File: src/hdl/whpd_pkg.sv
`timescale 1ns / 1ps
// ----------------------------------------------------------------------------
// whpd_pkg
// shared types and constants for the wav header parser and deinterleaver
// ----------------------------------------------------------------------------
package whpd_pkg;

    // result kinds
    localparam logic [1:0] KIND_SAMPLE = 2'd0;
    localparam logic [1:0] KIND_HEADER = 2'd1;
    localparam logic [1:0] KIND_ERROR  = 2'd2;

    // header error codes
    localparam logic [2:0] ERR_RIFF_ID  = 3'd0;
    localparam logic [2:0] ERR_SIZE     = 3'd1;
    localparam logic [2:0] ERR_WAVE     = 3'd2;
    localparam logic [2:0] ERR_FMT_ID   = 3'd3;
    localparam logic [2:0] ERR_FORMAT   = 3'd4;
    localparam logic [2:0] ERR_CHANNELS = 3'd5;
    localparam logic [2:0] ERR_BITS     = 3'd6;
    localparam logic [2:0] ERR_DATA_ID  = 3'd7;

    // chunk magics as they appear little-endian in the shift register
    localparam logic [31:0] MAGIC_RIFF = 32'h4646_4952;
    localparam logic [31:0] MAGIC_WAVE = 32'h4556_4157;
    localparam logic [31:0] MAGIC_FMT  = 32'h2074_6d66;
    localparam logic [31:0] MAGIC_DATA = 32'h6174_6164;

    typedef struct packed {
        logic [1:0]  kind;
        logic [2:0]  error_code;
        logic        channel;
        logic [15:0] sample_value;
        logic [1:0]  channel_count;
        logic [4:0]  bits_per_sample;
        logic [31:0] sample_rate;
        logic [31:0] byte_rate;
        logic [15:0] block_align;
        logic [31:0] chunk_size;
        logic        last;
    } whpd_result_t;

endpackage

File: src/hdl/wav_header_parse_deinterleave.sv
`timescale 1ns / 1ps
// ----------------------------------------------------------------------------
// wav_header_parse_deinterleave
// parses a 44-byte pcm wav header from a byte stream and emits samples
// ----------------------------------------------------------------------------
//  channel | direction | handshake          | payload
//  input   | in        | in_valid/in_stall   | data_byte, start_req, file_size
//  output  | out       | out_valid/out_stall | kind .. last (header or sample)
//
//  one byte is taken every cycle unless in_stall; its result, if any, is registered
//  the parser state updates once per accepted byte, the frame count is a shift
//  in_stall comes straight from the skid entry flop, so it is registered
//  in_stall rises only after the output has been stalled with a result pending
//  rst_n clears the parser to idle and empties the output stage
// ----------------------------------------------------------------------------
module wav_header_parse_deinterleave
(
    input  logic        clk,
    input  logic        rst_n,
    input  logic        in_valid,
    output logic        in_stall,
    input  logic [7:0]  data_byte,
    input  logic        start_req,
    input  logic [31:0] file_size,
    output logic        out_valid,
    input  logic        out_stall,
    output logic [1:0]  kind,
    output logic [2:0]  error_code,
    output logic        channel,
    output logic [15:0] sample_value,
    output logic [1:0]  channel_count,
    output logic [4:0]  bits_per_sample,
    output logic [31:0] sample_rate,
    output logic [31:0] byte_rate,
    output logic [15:0] block_align,
    output logic [31:0] chunk_size,
    output logic        last
);
    import whpd_pkg::*;

    logic         in_fire;
    logic         res_valid;
    logic         skid_full;
    whpd_result_t res;
    whpd_result_t out_data;

    assign in_stall = skid_full;
    assign in_fire  = in_valid & ~skid_full;

    whpd_parser u_parser
    (
        .clk       (clk),
        .rst_n     (rst_n),
        .fire      (in_fire),
        .data_byte (data_byte),
        .start_req (start_req),
        .file_size (file_size),
        .res_valid (res_valid),
        .res       (res)
    );

    whpd_out_skid u_out
    (
        .clk       (clk),
        .rst_n     (rst_n),
        .push      (res_valid),
        .push_data (res),
        .full      (skid_full),
        .out_valid (out_valid),
        .out_stall (out_stall),
        .out_data  (out_data)
    );

    assign kind            = out_data.kind;
    assign error_code      = out_data.error_code;
    assign channel         = out_data.channel;
    assign sample_value    = out_data.sample_value;
    assign channel_count   = out_data.channel_count;
    assign bits_per_sample = out_data.bits_per_sample;
    assign sample_rate     = out_data.sample_rate;
    assign byte_rate       = out_data.byte_rate;
    assign block_align     = out_data.block_align;
    assign chunk_size      = out_data.chunk_size;
    assign last            = out_data.last;

endmodule

File: src/hdl/whpd_parser.sv
`timescale 1ns / 1ps
// ----------------------------------------------------------------------------
// whpd_parser
// per-byte header parse and sample deinterleave, one byte per cycle on fire
// ----------------------------------------------------------------------------
module whpd_parser
(
    input  logic                  clk,
    input  logic                  rst_n,
    input  logic                  fire,
    input  logic [7:0]            data_byte,
    input  logic                  start_req,
    input  logic [31:0]           file_size,
    output logic                  res_valid,
    output whpd_pkg::whpd_result_t res
);
    import whpd_pkg::*;

    localparam logic [1:0] PH_IDLE   = 2'd0;
    localparam logic [1:0] PH_HEADER = 2'd1;
    localparam logic [1:0] PH_DATA   = 2'd2;

    localparam logic [5:0] POS_RIFF     = 6'd3;
    localparam logic [5:0] POS_SIZE     = 6'd7;
    localparam logic [5:0] POS_WAVE     = 6'd11;
    localparam logic [5:0] POS_FMT      = 6'd15;
    localparam logic [5:0] POS_FORMAT   = 6'd21;
    localparam logic [5:0] POS_CHANNELS = 6'd23;
    localparam logic [5:0] POS_RATE     = 6'd27;
    localparam logic [5:0] POS_BYTERATE = 6'd31;
    localparam logic [5:0] POS_ALIGN    = 6'd33;
    localparam logic [5:0] POS_BITS     = 6'd35;
    localparam logic [5:0] POS_DATA_ID  = 6'd39;
    localparam logic [5:0] POS_LAST     = 6'd43;

    logic [1:0]  phase_reg,    phase_next;
    logic [5:0]  pos_reg,      pos_next;
    logic [31:0] shift_reg,    shift_next;
    logic [31:0] exp_size_reg, exp_size_next;
    logic [1:0]  chans_reg,    chans_next;
    logic [4:0]  bits_reg,     bits_next;
    logic [31:0] rate_reg,     rate_next;
    logic [31:0] brate_reg,    brate_next;
    logic [15:0] align_reg,    align_next;
    logic [31:0] frames_reg,   frames_next;
    logic [7:0]  hold_reg,     hold_next;
    logic        sbi_reg,      sbi_next;
    logic        ch_reg,       ch_next;

    logic [1:0]  cur_phase;
    logic [31:0] cur_shift;
    logic [15:0] half;
    logic [1:0]  frame_shift;
    logic [31:0] frames_calc;
    logic [31:0] frames_dec;
    logic        emit;
    whpd_result_t r;

    always_comb
    begin
        // a start mark restarts the parser with this byte as byte 0
        cur_phase     = start_req ? PH_HEADER : phase_reg;
        cur_shift     = start_req ? 32'd0 : shift_reg;
        pos_next      = start_req ? 6'd0 : pos_reg;
        exp_size_next = start_req ? (file_size - 32'd8) : exp_size_reg;
        chans_next    = start_req ? 2'd1 : chans_reg;
        bits_next     = start_req ? 5'd8 : bits_reg;
        rate_next     = start_req ? 32'd0 : rate_reg;
        brate_next    = start_req ? 32'd0 : brate_reg;
        align_next    = start_req ? 16'd0 : align_reg;
        frames_next   = start_req ? 32'd0 : frames_reg;
        hold_next     = start_req ? 8'd0 : hold_reg;
        sbi_next      = start_req ? 1'b0 : sbi_reg;
        ch_next       = start_req ? 1'b0 : ch_reg;
        phase_next    = cur_phase;
        shift_next    = cur_shift;

        half        = 16'd0;
        frame_shift = 2'd0;
        frames_calc = 32'd0;
        frames_dec  = frames_next - 32'd1;
        emit        = 1'b0;
        r           = '0;

        unique case (cur_phase)
            PH_HEADER:
            begin
                shift_next = {data_byte, cur_shift[31:8]};
                half       = shift_next[31:16];
                pos_next   = pos_next + 6'd1;
                r.kind     = KIND_ERROR;
                case (pos_next - 6'd1)
                    POS_RIFF:
                        if (shift_next != MAGIC_RIFF)
                        begin
                            emit = 1'b1;
                            r.error_code = ERR_RIFF_ID;
                        end
                    POS_SIZE:
                        if (shift_next != exp_size_next)
                        begin
                            emit = 1'b1;
                            r.error_code = ERR_SIZE;
                        end
                    POS_WAVE:
                        if (shift_next != MAGIC_WAVE)
                        begin
                            emit = 1'b1;
                            r.error_code = ERR_WAVE;
                        end
                    POS_FMT:
                        if (shift_next != MAGIC_FMT)
                        begin
                            emit = 1'b1;
                            r.error_code = ERR_FMT_ID;
                        end
                    POS_FORMAT:
                        if (half != 16'd1)
                        begin
                            emit = 1'b1;
                            r.error_code = ERR_FORMAT;
                        end
                    POS_CHANNELS:
                        if (half != 16'd1 && half != 16'd2)
                        begin
                            emit = 1'b1;
                            r.error_code = ERR_CHANNELS;
                        end
                        else
                        begin
                            chans_next = half[1:0];
                        end
                    POS_RATE:
                        rate_next = shift_next;
                    POS_BYTERATE:
                        brate_next = shift_next;
                    POS_ALIGN:
                        align_next = half;
                    POS_BITS:
                        if (half != 16'd8 && half != 16'd16)
                        begin
                            emit = 1'b1;
                            r.error_code = ERR_BITS;
                        end
                        else
                        begin
                            bits_next = half[4:0];
                        end
                    POS_DATA_ID:
                        if (shift_next != MAGIC_DATA)
                        begin
                            emit = 1'b1;
                            r.error_code = ERR_DATA_ID;
                        end
                    POS_LAST:
                    begin
                        // frame is 1, 2 or 4 bytes, so the divide is a shift
                        frame_shift       = {1'b0, chans_next[1]} + {1'b0, bits_next[4]};
                        frames_calc       = shift_next >> frame_shift;
                        frames_next       = frames_calc;
                        emit              = 1'b1;
                        r.kind            = KIND_HEADER;
                        r.channel_count   = chans_next;
                        r.bits_per_sample = bits_next;
                        r.sample_rate     = rate_next;
                        r.byte_rate       = brate_next;
                        r.block_align     = align_next;
                        r.chunk_size      = shift_next;
                        r.last            = (frames_calc == 32'd0);
                        sbi_next          = 1'b0;
                        ch_next           = 1'b0;
                        hold_next         = 8'd0;
                        phase_next        = (frames_calc == 32'd0) ? PH_IDLE : PH_DATA;
                    end
                    default:
                    begin
                    end
                endcase
                if (emit && r.kind == KIND_ERROR)
                begin
                    phase_next = PH_IDLE;
                end
            end
            PH_DATA:
            begin
                if (bits_next == 5'd16 && !sbi_next)
                begin
                    hold_next = data_byte;
                    sbi_next  = 1'b1;
                end
                else
                begin
                    emit           = 1'b1;
                    r.kind         = KIND_SAMPLE;
                    r.channel      = ch_next;
                    r.sample_value = (bits_next == 5'd16) ? {data_byte, hold_next}
                                                          : {8'd0, data_byte};
                    sbi_next       = 1'b0;
                    // frame ends on the last channel
                    if (ch_next || chans_next != 2'd2)
                    begin
                        ch_next     = 1'b0;
                        frames_next = frames_dec;
                        if (frames_dec == 32'd0)
                        begin
                            r.last     = 1'b1;
                            phase_next = PH_IDLE;
                        end
                    end
                    else
                    begin
                        ch_next = 1'b1;
                    end
                end
            end
            default:
            begin
            end
        endcase
    end

    assign res_valid = fire & emit;
    assign res       = r;

    always_ff @(posedge clk or negedge rst_n)
    begin
        if (!rst_n)
        begin
            phase_reg    <= PH_IDLE;
            pos_reg      <= 6'd0;
            shift_reg    <= 32'd0;
            exp_size_reg <= 32'd0;
            chans_reg    <= 2'd1;
            bits_reg     <= 5'd8;
            rate_reg     <= 32'd0;
            brate_reg    <= 32'd0;
            align_reg    <= 16'd0;
            frames_reg   <= 32'd0;
            hold_reg     <= 8'd0;
            sbi_reg      <= 1'b0;
            ch_reg       <= 1'b0;
        end
        else if (fire)
        begin
            phase_reg    <= phase_next;
            pos_reg      <= pos_next;
            shift_reg    <= shift_next;
            exp_size_reg <= exp_size_next;
            chans_reg    <= chans_next;
            bits_reg     <= bits_next;
            rate_reg     <= rate_next;
            brate_reg    <= brate_next;
            align_reg    <= align_next;
            frames_reg   <= frames_next;
            hold_reg     <= hold_next;
            sbi_reg      <= sbi_next;
            ch_reg       <= ch_next;
        end
    end

endmodule

File: src/hdl/whpd_out_skid.sv
`timescale 1ns / 1ps
// ----------------------------------------------------------------------------
// whpd_out_skid
// result register with a skid entry so input stall is fully registered
// ----------------------------------------------------------------------------
module whpd_out_skid
(
    input  logic                   clk,
    input  logic                   rst_n,
    input  logic                   push,
    input  whpd_pkg::whpd_result_t push_data,
    output logic                   full,
    output logic                   out_valid,
    input  logic                   out_stall,
    output whpd_pkg::whpd_result_t out_data
);
    import whpd_pkg::*;

    logic         main_valid_reg;
    logic         skid_valid_reg;
    whpd_result_t main_reg;
    whpd_result_t skid_reg;
    logic         out_fire;

    assign out_fire  = main_valid_reg & ~out_stall;
    assign full      = skid_valid_reg;
    assign out_valid = main_valid_reg;
    assign out_data  = main_reg;

    always_ff @(posedge clk or negedge rst_n)
    begin
        if (!rst_n)
        begin
            main_valid_reg <= 1'b0;
            skid_valid_reg <= 1'b0;
        end
        else if (!main_valid_reg || out_fire)
        begin
            // skid is drained first; no push can arrive while it is full
            if (skid_valid_reg)
            begin
                main_valid_reg <= 1'b1;
                skid_valid_reg <= 1'b0;
            end
            else
            begin
                main_valid_reg <= push;
            end
        end
        else if (push)
        begin
            skid_valid_reg <= 1'b1;
        end
    end

    always_ff @(posedge clk)
    begin
        if (!main_valid_reg || out_fire)
        begin
            main_reg <= skid_valid_reg ? skid_reg : push_data;
        end
        else if (push)
        begin
            skid_reg <= push_data;
        end
    end

endmodule

File: config.mk
export PLATFORM = sky130hd
export DESIGN_NAME = wav_header_parse_deinterleave
export DESIGN_NICKNAME = d
export VERILOG_FILES = /design/src/hdl/whpd_pkg.sv /design/src/hdl/wav_header_parse_deinterleave.sv /design/src/hdl/whpd_parser.sv /design/src/hdl/whpd_out_skid.sv
export SDC_FILE = /design/constraint.sdc
export NUM_CORES = 1
export LEC_CHECK = 0
export ABC_AREA = 0
export BUFFER_PORTS_ARGS = -buffer_cell sky130_fd_sc_hd__buf_2
export CAP_MARGIN = 20
export CORE_MARGIN = 4
export CORE_UTILIZATION = 30
export CTS_CLUSTER_DIAMETER = 30
export DETAILED_ROUTE_END_ITERATION = 12
export SLEW_MARGIN = 20
export SYNTH_ARGS = -nofsm -noshare
export SYNTH_HDL_FRONTEND = slang
export SYNTH_SLANG_ARGS = --single-unit
export TNS_END_PERCENT = 50
File: constraint.sdc
create_clock -name clk -period 14.9 [get_ports clk]
set_input_delay 2.235 -clock clk [delete_from_list [all_inputs] [get_ports clk]]
set_output_delay 2.235 -clock clk [all_outputs]
set_load 0.01 [all_outputs]
==> results.cfg, run 1 <==
[status]
outcome = finished, final reports clean

[worst_hold_path]
min-delay-start = u_parser.exp_size_reg[27]$_DFFE_PN0P_
min_to = u_parser.exp_size_reg[27]$_DFFE_PN0P_
hold_class = reg2reg
whs_path_depth = 1

[sta]
rsz0062_at_grt = false
final-setup-viol-count = 0
relSlewSlack = 0.274
fin_crit_sh = 0.481
maxSlewViolCount = 0
finalHoldViolCount = 0
max_freq_mhz = 140
worstMarginPinSlew_ns = 1.09
fin_ws_ns = 7.74
setup_tns_ns = 0
finalCriticalPeriod_ns = 7.16
finClkSkew_ns = 0.0484

[global_routing]
grt_max_degree = 123
grt_pass1_vias = 18100
grt-ovfl-total = 0
grt_pass1_wl_mm = 114
antenna_found_initial = 7
track_usage = 0.178

[placement]
place_congestion = 0.896
port_buffers = 188
hpwlAfterDp_mm = 50.2
placed_area_um2 = 25600
dpl_worst_slack_ns = 7.04

[yosys]
synthesis.nets = 2166
synth_edf_count = 284
ys_ff_latch = 479
yosysWarnings = 0
ys_top_cells_by_area = edfxtp_1 (36%), dfrtp_1 (20%), mux2_2 (5.8%), nand2_1 (3.3%), o21ai_0 (3.2%)
synth_top_cell_area_share = 0.360
ys.flop_type = edfxtp_1
netlist_instances = 2112
synth_top_cell_by_area = edfxtp_1
postSynth.asyncResetShare = 0.407
yosysUniqueCellTypes = 88
syn-cell-area_um2 = 23700
postSynthAreaPerCell_um2 = 11.2
yosysSeqAreaShare = 0.566

[setup_path]
cp.arrival_ns = 7.41
worstReg2RegStart = u_parser.pos_reg[0]$_DFFE_PN0P_
worst_r2r_endpoint = u_out.skid_reg[46]$_DFFE_PP_
rrSetupSlack_ns = 9.68
rr_worst_depth = 14
endpoint_kind = flop
required_ns = 15.15
crit_fanout = 89
crit_type = in2reg
startpoint_type = primary input

[floorplanning]
die_w_um = 289
core.rowCount = 102
die-area_um2 = 83500
core_area_um2 = 77800
initial_core_util = 0.304
io_pins = 189
die_h_um = 289

[power_and_ir_drop]
cellLeakagePower_nw = 11.7
pwr-share-seq = 0.358
switchingPower_mw = 1.33
power.internal_mw = 3.28
power_density_nw_per_um2 = 158
irDropWorstVdd_uv = 81.0
comb_power_share = 0.145
pwr-share-clk = 0.498
sw_frac_of_total = 0.289

[route]
vias_per_cell = 5.35
drt-wirelength-per-cell_um = 22.4
vias = 18100
route.detailed.drc = 0
drt_iter0_drc = 1743
first_pass_iters = 6
final_antenna_net_count = 0
drt-total-wl_mm = 75.8

[cts]
clockBufferDepth = 3
tritoncts.num_buffers = 98
ctsHoldBuffers = 0
ctsResizeCount = 0
cts_sinks = 479
tritoncts = yes
clockRootBuffer = clkbuf_16
h-tree-depth = 3
path_clk_slew_ns = 0.05
clock_latency_ns = 0.65
postCtsSetupRepairBufs = 0

[job]
max_cap_violations = 0

[finish]
layout_commonest_cell = edfxtp_1
fin_area_um2 = 29200
fin_nets = 2315
drive_gt1_frac = 0.236
final_cell_mix = edfxtp_1 (284), nand2_1 (208), dfrtp_1 (192)
area_growth_pct = 23.1
==> kinds of logic after synthesis <==
family,after synthesis,synth area share
simple gates,675,0.148
compound gates,514,0.147
flops,479,0.566
buf+inv,205,0.0332
mux,166,0.0766
xor+xnor,64,0.0243
fa+ha+maj,9,0.00476
==> Yosys cell counts (30+ instances only) <==
master / count
nor3_1: 54
inv_1: 36
xor2_1: 32
xnor2_1: 30
o31ai_1: 31
and2_1: 120
mux2_2: 122
a22oi_1: 47
mux2i_1: 44
o21ai_0: 152
nand2_1: 208
dfrtp_1: 193
nor2_1: 110
clkbuf_1: 142
a21oi_1: 76
edfxtp_1: 284
a22o_1: 71
==> worst max-delay path, stage by stage <==
cell      delay (ns)
buf_4           0.50
inv_1           0.44
nand2_1         0.21
inv_1           0.10
ha_1            0.25
and3_1          0.23
xnor2_1         0.19
nand4_1         0.22
xnor2_2         0.45
nand2_1         0.12
a211o_1         0.27
a211oi_1        0.33
nor2_1          0.19
o21ai_4         0.17
buf_4           0.59
buf_6           0.66
==> area by class of cell <==
class                   count  area (um2)
flip-flops and latches    479       13400
fillers                  7557       48700
multi-input cells        1428        9520
repair buffers            216        1190
well taps                1040        1300
inverters                  38         149
diodes                      4        10.0
clock inverters            66         851
clock buffers             119        2730
==> layer usage <==
layer | part of all wire | wire length, um | global-route usage | vias up
li1 | - | - | - | 8202
met3 | 0.066 | 4990 | 0.0383 | 155
met4 | 0.036 | 2730 | 0.0681 | 8
met5 | 0.00063 | 48 | 0 | -
met2 | 0.47 | 35300 | 0.285 | 685
met1 | 0.43 | 32800 | 0.236 | 9073
==> how the worst max path moves through the flow <==
| stage | slack (ns) | start | to |
|---|---|---|---|
| 2_1_floorplan | 2.32 | start_req | u_out.skid_reg[0]$_DFFE_PP_ |
| 3_3_place_gp | 6.85 | start_req | u_out.skid_reg[44]$_DFFE_PP_ |
| 3_5_place_dp | 7.04 | start_req | u_out.skid_reg[46]$_DFFE_PP_ |
| 4_1_cts | 7.74 | start_req | u_out.skid_reg[46]$_DFFE_PP_ |
| 5_1_grt | 7.33 | start_req | u_out.skid_reg[46]$_DFFE_PP_ |
| 6_report | 7.74 | start_req | u_out.skid_reg[46]$_DFFE_PP_ |
==> through the flow <==
stage | hold slack (ns) | util | std cells | power [mW]
floorplan | 0.450 | - | 2112 | 2.05
global placement | 0.460 | 0.328 | 3200 | 2.33
detailed placement | 0.467 | 0.328 | 3200 | 2.33
CTS | 0.477 | 0.374 | 3385 | 4.65
global route | 0.504 | 0.374 | 3387 | 4.79
finish | 0.475 | 0.375 | 3390 | 4.62
==> power groups by stage <==
stage	registers [mW]	clock network (mW)	logic (mW)
2_1_floorplan	1.64	0	0.409
3_3_place_gp	1.67	0	0.657
3_5_place_dp	1.67	0	0.660
4_1_cts	1.65	2.34	0.663
5_1_grt	1.66	2.40	0.726
6_report	1.65	2.30	0.668
Power figures use the tool's default switching activity.
==> inputs of run 2 (changes only) <==
==> constraint.sdc (replaced) <==
create_clock -name clk -period 7.2 [get_ports clk]
set_input_delay 1.08 -clock clk [delete_from_list [all_inputs] [get_ports clk]]
set_output_delay 1.08 -clock clk [all_outputs]
set_load 0.01 [all_outputs]
==> run 2 against run 1 <==
Against the previous run: critical path depth decreased by 1; clock power increased by 110%; global-route usage decreased by 0.23 points; via count increased by 0.88%; power increased by 110%; critical endpoint is now u_out.skid_reg[69]$_DFFE_PP_; largest cell class unchanged.
==> results.cfg, run 2 (synthesis results as in run 1) <==
[route]
final_antenna_net_count = 0
vias_per_cell = 5.36
drt_iter0_drc = 2018
drt-wirelength-per-cell_um = 22.0
vias = 18300
route.detailed.drc = 0
first_pass_iters = 5
drt-total-wl_mm = 75.1

[placement]
place_congestion = 0.964
hpwlAfterDp_mm = 48.4
port_buffers = 188

[global_routing]
grt_pass1_vias = 18200
track_usage = 0.175
grt-ovfl-total = 0
grt_max_degree = 143
grt_pass1_wl_mm = 113
antenna_found_initial = 14

[floorplanning]
core.rowCount = 102
die_h_um = 289
initial_core_util = 0.304
io_pins = 189
die_w_um = 289
core_area_um2 = 77800
die-area_um2 = 83500

[finish]
drive_gt1_frac = 0.238
nFillCells = 7593
seq_area_um2 = 13400
layout_commonest_cell = edfxtp_1
multi_input_area_um2 = 9520
final_cell_mix = edfxtp_1 (284), nand2_1 (208), dfrtp_1 (192)
area_growth_pct = 23.6
fin_nets = 2325

[sta]
worstMarginPinSlew_ns = 1.11
finClkSkew_ns = 0.0316
fin_crit_sh = 0.694
final-setup-viol-count = 0
rsz0062_at_grt = false
maxSlewViolCount = 0
relSlewSlack = 0.252
setup_tns_ns = 0
finalHoldViolCount = 0
max_freq_mhz = 200
finalCriticalPeriod_ns = 5.00

[setup_path]
slowest_stage = xnor2_2
rr_worst_depth = 13
endpoint_kind = flop
cp.depth = 15
startpoint_type = primary input
cp_num_buf_inv = 4
crit_fanout = 104
crit_type = in2reg
cp.arrival_ns = 5.27
path_cells = buf_4 > inv_1 > nand2_1 > inv_1 > ha_1 > and3_1 > xnor2_1 > nand4_1 > xnor2_2 > nand2_1 > a211o_1 > a211oi_1 > nor2_1 > o21ai_4 > buf_12
cpPeakStageDelay_ns = 0.45
required_ns = 7.47
crit_family = buffers and inverters

[cts]
clock_latency_ns = 0.65
clockRootBuffer = clkbuf_16
h-tree-depth = 3
ctsHoldBuffers = 0
path_clk_slew_ns = 0.04
postCtsSetupRepairBufs = 0
tritoncts = yes
ctsResizeCount = 0
clockBufferDepth = 3
cts_sinks = 479
tritoncts.num_buffers = 106

[status]
outcome = finished, final reports clean

[worst_hold_path]
hold_class = reg2reg
whs_path_depth = 1

[power_and_ir_drop]
total_power_mw = 9.62
irDropWorstVdd_uv = 168
power_density_nw_per_um2 = 329
cellLeakagePower_nw = 11.7

[job]
max_cap_violations = 0
## run 2: report_power, final
group / internal, mW / switching [mW] / total [mW] / leakage (nW)
Sequential: 3.17 / 0.286 / 3.45 / 5.38
Clock: 3.30 / 1.54 / 4.84 / 1.79
Combinational: 0.461 / 0.868 / 1.33 / 4.58
## run 2: area by class of cell
cell class                 count  area share
inverter                      38     0.00509
antenna                        7    0.000598
tap                         1040      0.0444
clock buffer                 138       0.102
timing repair buffer         218      0.0421
multi-input combinational   1428       0.325
clock inverter                61      0.0225
sequential                   479       0.458
## run 2: worst register-to-register path, stage by stage (launching register included)
cell,delay [ns]
dfrtp_1,0.52
nand2b_1,0.16
inv_1,0.14
ha_1,0.22
nand3b_1,0.11
o32ai_1,0.43
nand4_1,0.27
xnor2_2,0.45
nand2_1,0.13
a211o_1,0.28
a211oi_1,0.44
nor2_1,0.22
o21ai_4,0.21
buf_12,0.42
## run 2: worst paths after layout
path | from | end | slack, ns
setup / recovery | start_req | u_out.skid_reg[69]$_DFFE_PP_ | 2.20
hold / removal | u_parser.exp_size_reg[27]$_DFFE_PN0P_ | u_parser.exp_size_reg[27]$_DFFE_PN0P_ | 0.47
setup reg to reg | u_parser.pos_reg[0]$_DFFE_PN0P_ | u_out.skid_reg[69]$_DFFE_PP_ | 2.64
hold reg to reg | u_parser.exp_size_reg[27]$_DFFE_PN0P_ | u_parser.exp_size_reg[27]$_DFFE_PN0P_ | 0.47
max in group asynchronous | rst_n | u_parser.frames_reg[16]$_DFFE_PN0P_ | 5.43
min in group asynchronous | rst_n | u_parser.hold_reg[3]$_DFFE_PN0P_ | 0.49
## run 2: through the flow
stage / cell area, um2 / hold slack [ns] / setup WS [ns] / util / std cells
after floorplan: 23700 / 0.450 / 0.0479 / - / 2112
after global placement: 25600 / 0.463 / 1.69 / 0.329 / 3201
after detailed placement: 25600 / 0.467 / 1.65 / 0.329 / 3201
after CTS: 29200 / 0.476 / 2.32 / 0.375 / 3400
after global routing: 29300 / 0.500 / 1.98 / 0.376 / 3408
final: 29300 / 0.474 / 2.20 / 0.376 / 3409
## run 2: layer usage
metal  GRT usage  share of wire  wire (um)  vias to the layer above
li1            -              -          -                     8238
met3      0.0399          0.073       5490                      203
met5           0        0.00084         63                        -
met2       0.290           0.47      35700                      743
met4      0.0691          0.038       2870                       12
met1       0.223           0.41      31000                     9087
==> inputs of run 3 (changes only) <==
==> constraint.sdc (replaced) <==
create_clock -name clk -period 4.2 [get_ports clk]
set_input_delay 0.63 -clock clk [delete_from_list [all_inputs] [get_ports clk]]
set_output_delay 0.63 -clock clk [all_outputs]
set_load 0.01 [all_outputs]
==> run 3 against run 2 <==
Against the previous run: final area increased by 2.2%; register-to-register slack worse by 2.0 ns; clock skew up 0.0072 ns; via count is 1.2% higher; flip-flop and latch count did not move; worst setup slack worse by 1.6 ns; clock power rose by 65%.
==> results.cfg, run 3 (synthesis results as in run 1) <==
[setup_path]
cp.arrival_ns = 3.91
required_ns = 4.54
crit_fanout = 27
endpoint_kind = flop
crit_type = reg2reg
startpoint_type = flop

[route]
route.detailed.drc = 0
vias_per_cell = 5.31
vias = 18500
drt_iter0_drc = 1638
final_antenna_net_count = 0
first_pass_iters = 6
dr.max_layer_used = met5
drt-total-wl_mm = 78.0
wirelength_met1_mm = 33.1
drt-wirelength-per-cell_um = 22.4
wl_met3_mm = 5.19
met2_length_mm = 36.7

[cts]
path_clk_slew_ns = 0.05
ctsHoldBuffers = 0
tritoncts = yes
clockRootBuffer = clkbuf_16
tritoncts.num_buffers = 98
postCtsSetupRepairBufs = 0
ctsResizeCount = 0
cts_sinks = 479
h-tree-depth = 3
clockBufferDepth = 3
clock_latency_ns = 0.65

[finish]
area_growth_pct = 26.4
fin_nets = 2409
layout_commonest_cell = edfxtp_1
nFillCells = 7534
stdcell_count = 3484
final_cell_mix = edfxtp_1 (284), nand2_1 (207), dfrtp_1 (192)
drive_gt1_frac = 0.267

[sta]
finalHoldViolCount = 0
finalCriticalPeriod_ns = 3.57
worstMarginPinSlew_ns = 1.02
final-setup-viol-count = 0
relSlewSlack = 0.320
finClkSkew_ns = 0.0388
whs_ns = 0.142
fin_crit_sh = 0.850
fin_ws_ns = 0.630
max_freq_mhz = 280
rsz0062_at_grt = false
maxSlewViolCount = 0

[global_routing]
antenna_found_initial = 14
track_usage = 0.182
grt_max_degree = 106
grt_pass1_vias = 18600
grt-ovfl-total = 0
grt_pass1_wl_mm = 116

[worst_hold_path]
hold_class = in2async

[placement]
dpl_worst_slack_ns = 0.0771
place_congestion = 0.928
hpwlAfterDp_mm = 53.7
port_buffers = 188
dp_cells = 3295

[power_and_ir_drop]
comb_power_share = 0.161
total_power_mw = 16.5
irDropWorstVdd_uv = 266
switchingPower_mw = 4.73
pwr-share-seq = 0.353
power.internal_mw = 11.7
power_density_nw_per_um2 = 550
pwr-share-clk = 0.486
sw_frac_of_total = 0.287
cellLeakagePower_nw = 12.1

[floorplanning]
core_area_um2 = 77800
core.rowCount = 102
initial_core_util = 0.304
die_w_um = 289
die_h_um = 289
io_pins = 189
die-area_um2 = 83500

[job]
max_cap_violations = 0

[status]
outcome = finished, final reports clean
## run 3: cell types whose count changed in the layout (fill, tap and decap cells not counted), moves of 4 or more
| cell | before | now |
|---|---|---|
| clkbuf_16 | 110 | 102 |
| clkbuf_8 | 14 | 10 |
| inv_6 | 10 | 5 |
| clkinvlp_4 | 8 | 14 |
| clkinv_2 | 26 | 15 |
| buf_4 | 26 | 113 |
| buf_12 | 3 | 10 |
| clkinv_1 | 4 | 0 |
| clkinv_4 | 2 | 10 |
## run 3: layout make-up
class	instances	area [um2]	area share
diodes	5	12.5	0.000418
clock buffers	124	2730	0.0911
clock inverters	60	777	0.0260
inverters	38	151	0.00506
multi-input cells	1428	9550	0.319
flip-flops and latches	479	13400	0.448
well taps	1040	1300	0.0435
repair buffers	310	1990	0.0666
## run 3: through the flow
step	TNS, ns	utilization	cell area [um2]
2_1_floorplan	-249.69	-	23800
3_3_place_gp	0	0.339	26400
3_5_place_dp	0	0.339	26400
4_1_cts	0	0.384	29900
5_1_grt	0	0.384	29900
6_report	0	0.384	29900
## run 3: critical path: stages (launching register included)
cell and delay [ns]:
dfrtp_1 0.46, nand2b_1 0.13, inv_1 0.17, ha_4 0.18, nand3b_1 0.12, o32ai_2 0.32
nand4_1 0.25, xnor2_2 0.22, nand2_1 0.10, a211o_1 0.33, a211oi_2 0.26, nor2_2 0.11
o21ai_4 0.20, buf_12 0.21, buf_12 0.20
## run 3: path summary, 6_finish.rpt
kind | from | end | slack [ns] | cells after the start
setup / recovery | u_parser.pos_reg[0]$_DFFE_PN0P_ | u_out.skid_reg[15]$_DFFE_PP_ | 0.63 | 14
hold / removal | rst_n | u_parser.hold_reg[2]$_DFFE_PN0P_ | 0.14 | 1
setup reg to reg | u_parser.pos_reg[0]$_DFFE_PN0P_ | u_out.skid_reg[15]$_DFFE_PP_ | 0.63 | 14
hold reg to reg | u_parser.exp_size_reg[27]$_DFFE_PN0P_ | u_parser.exp_size_reg[27]$_DFFE_PN0P_ | 0.48 | 1
max in group asynchronous | rst_n | u_parser.brate_reg[13]$_DFFE_PN0P_ | 3.02 | 2
min in group clk | file_size[2] | u_parser.exp_size_reg[2]$_DFFE_PN0P_ | 0.26 | 2
## run 3: power by group through the flow
stage,logic (mW),registers (mW),clock network [mW]
after floorplan,1.47,5.80,0
after global placement,2.63,5.88,0
after global routing,2.87,5.84,8.40
after CTS,2.65,5.80,8.14
after detailed placement,2.63,5.88,0
final,2.65,5.81,8.01
## run 3: routing by layer
layer	global-route usage	vias to the layer above
met5	0	-
met4	0.0745	16
met3	0.0378	174
met2	0.297	679
met1	0.237	9267
li1	-	8372
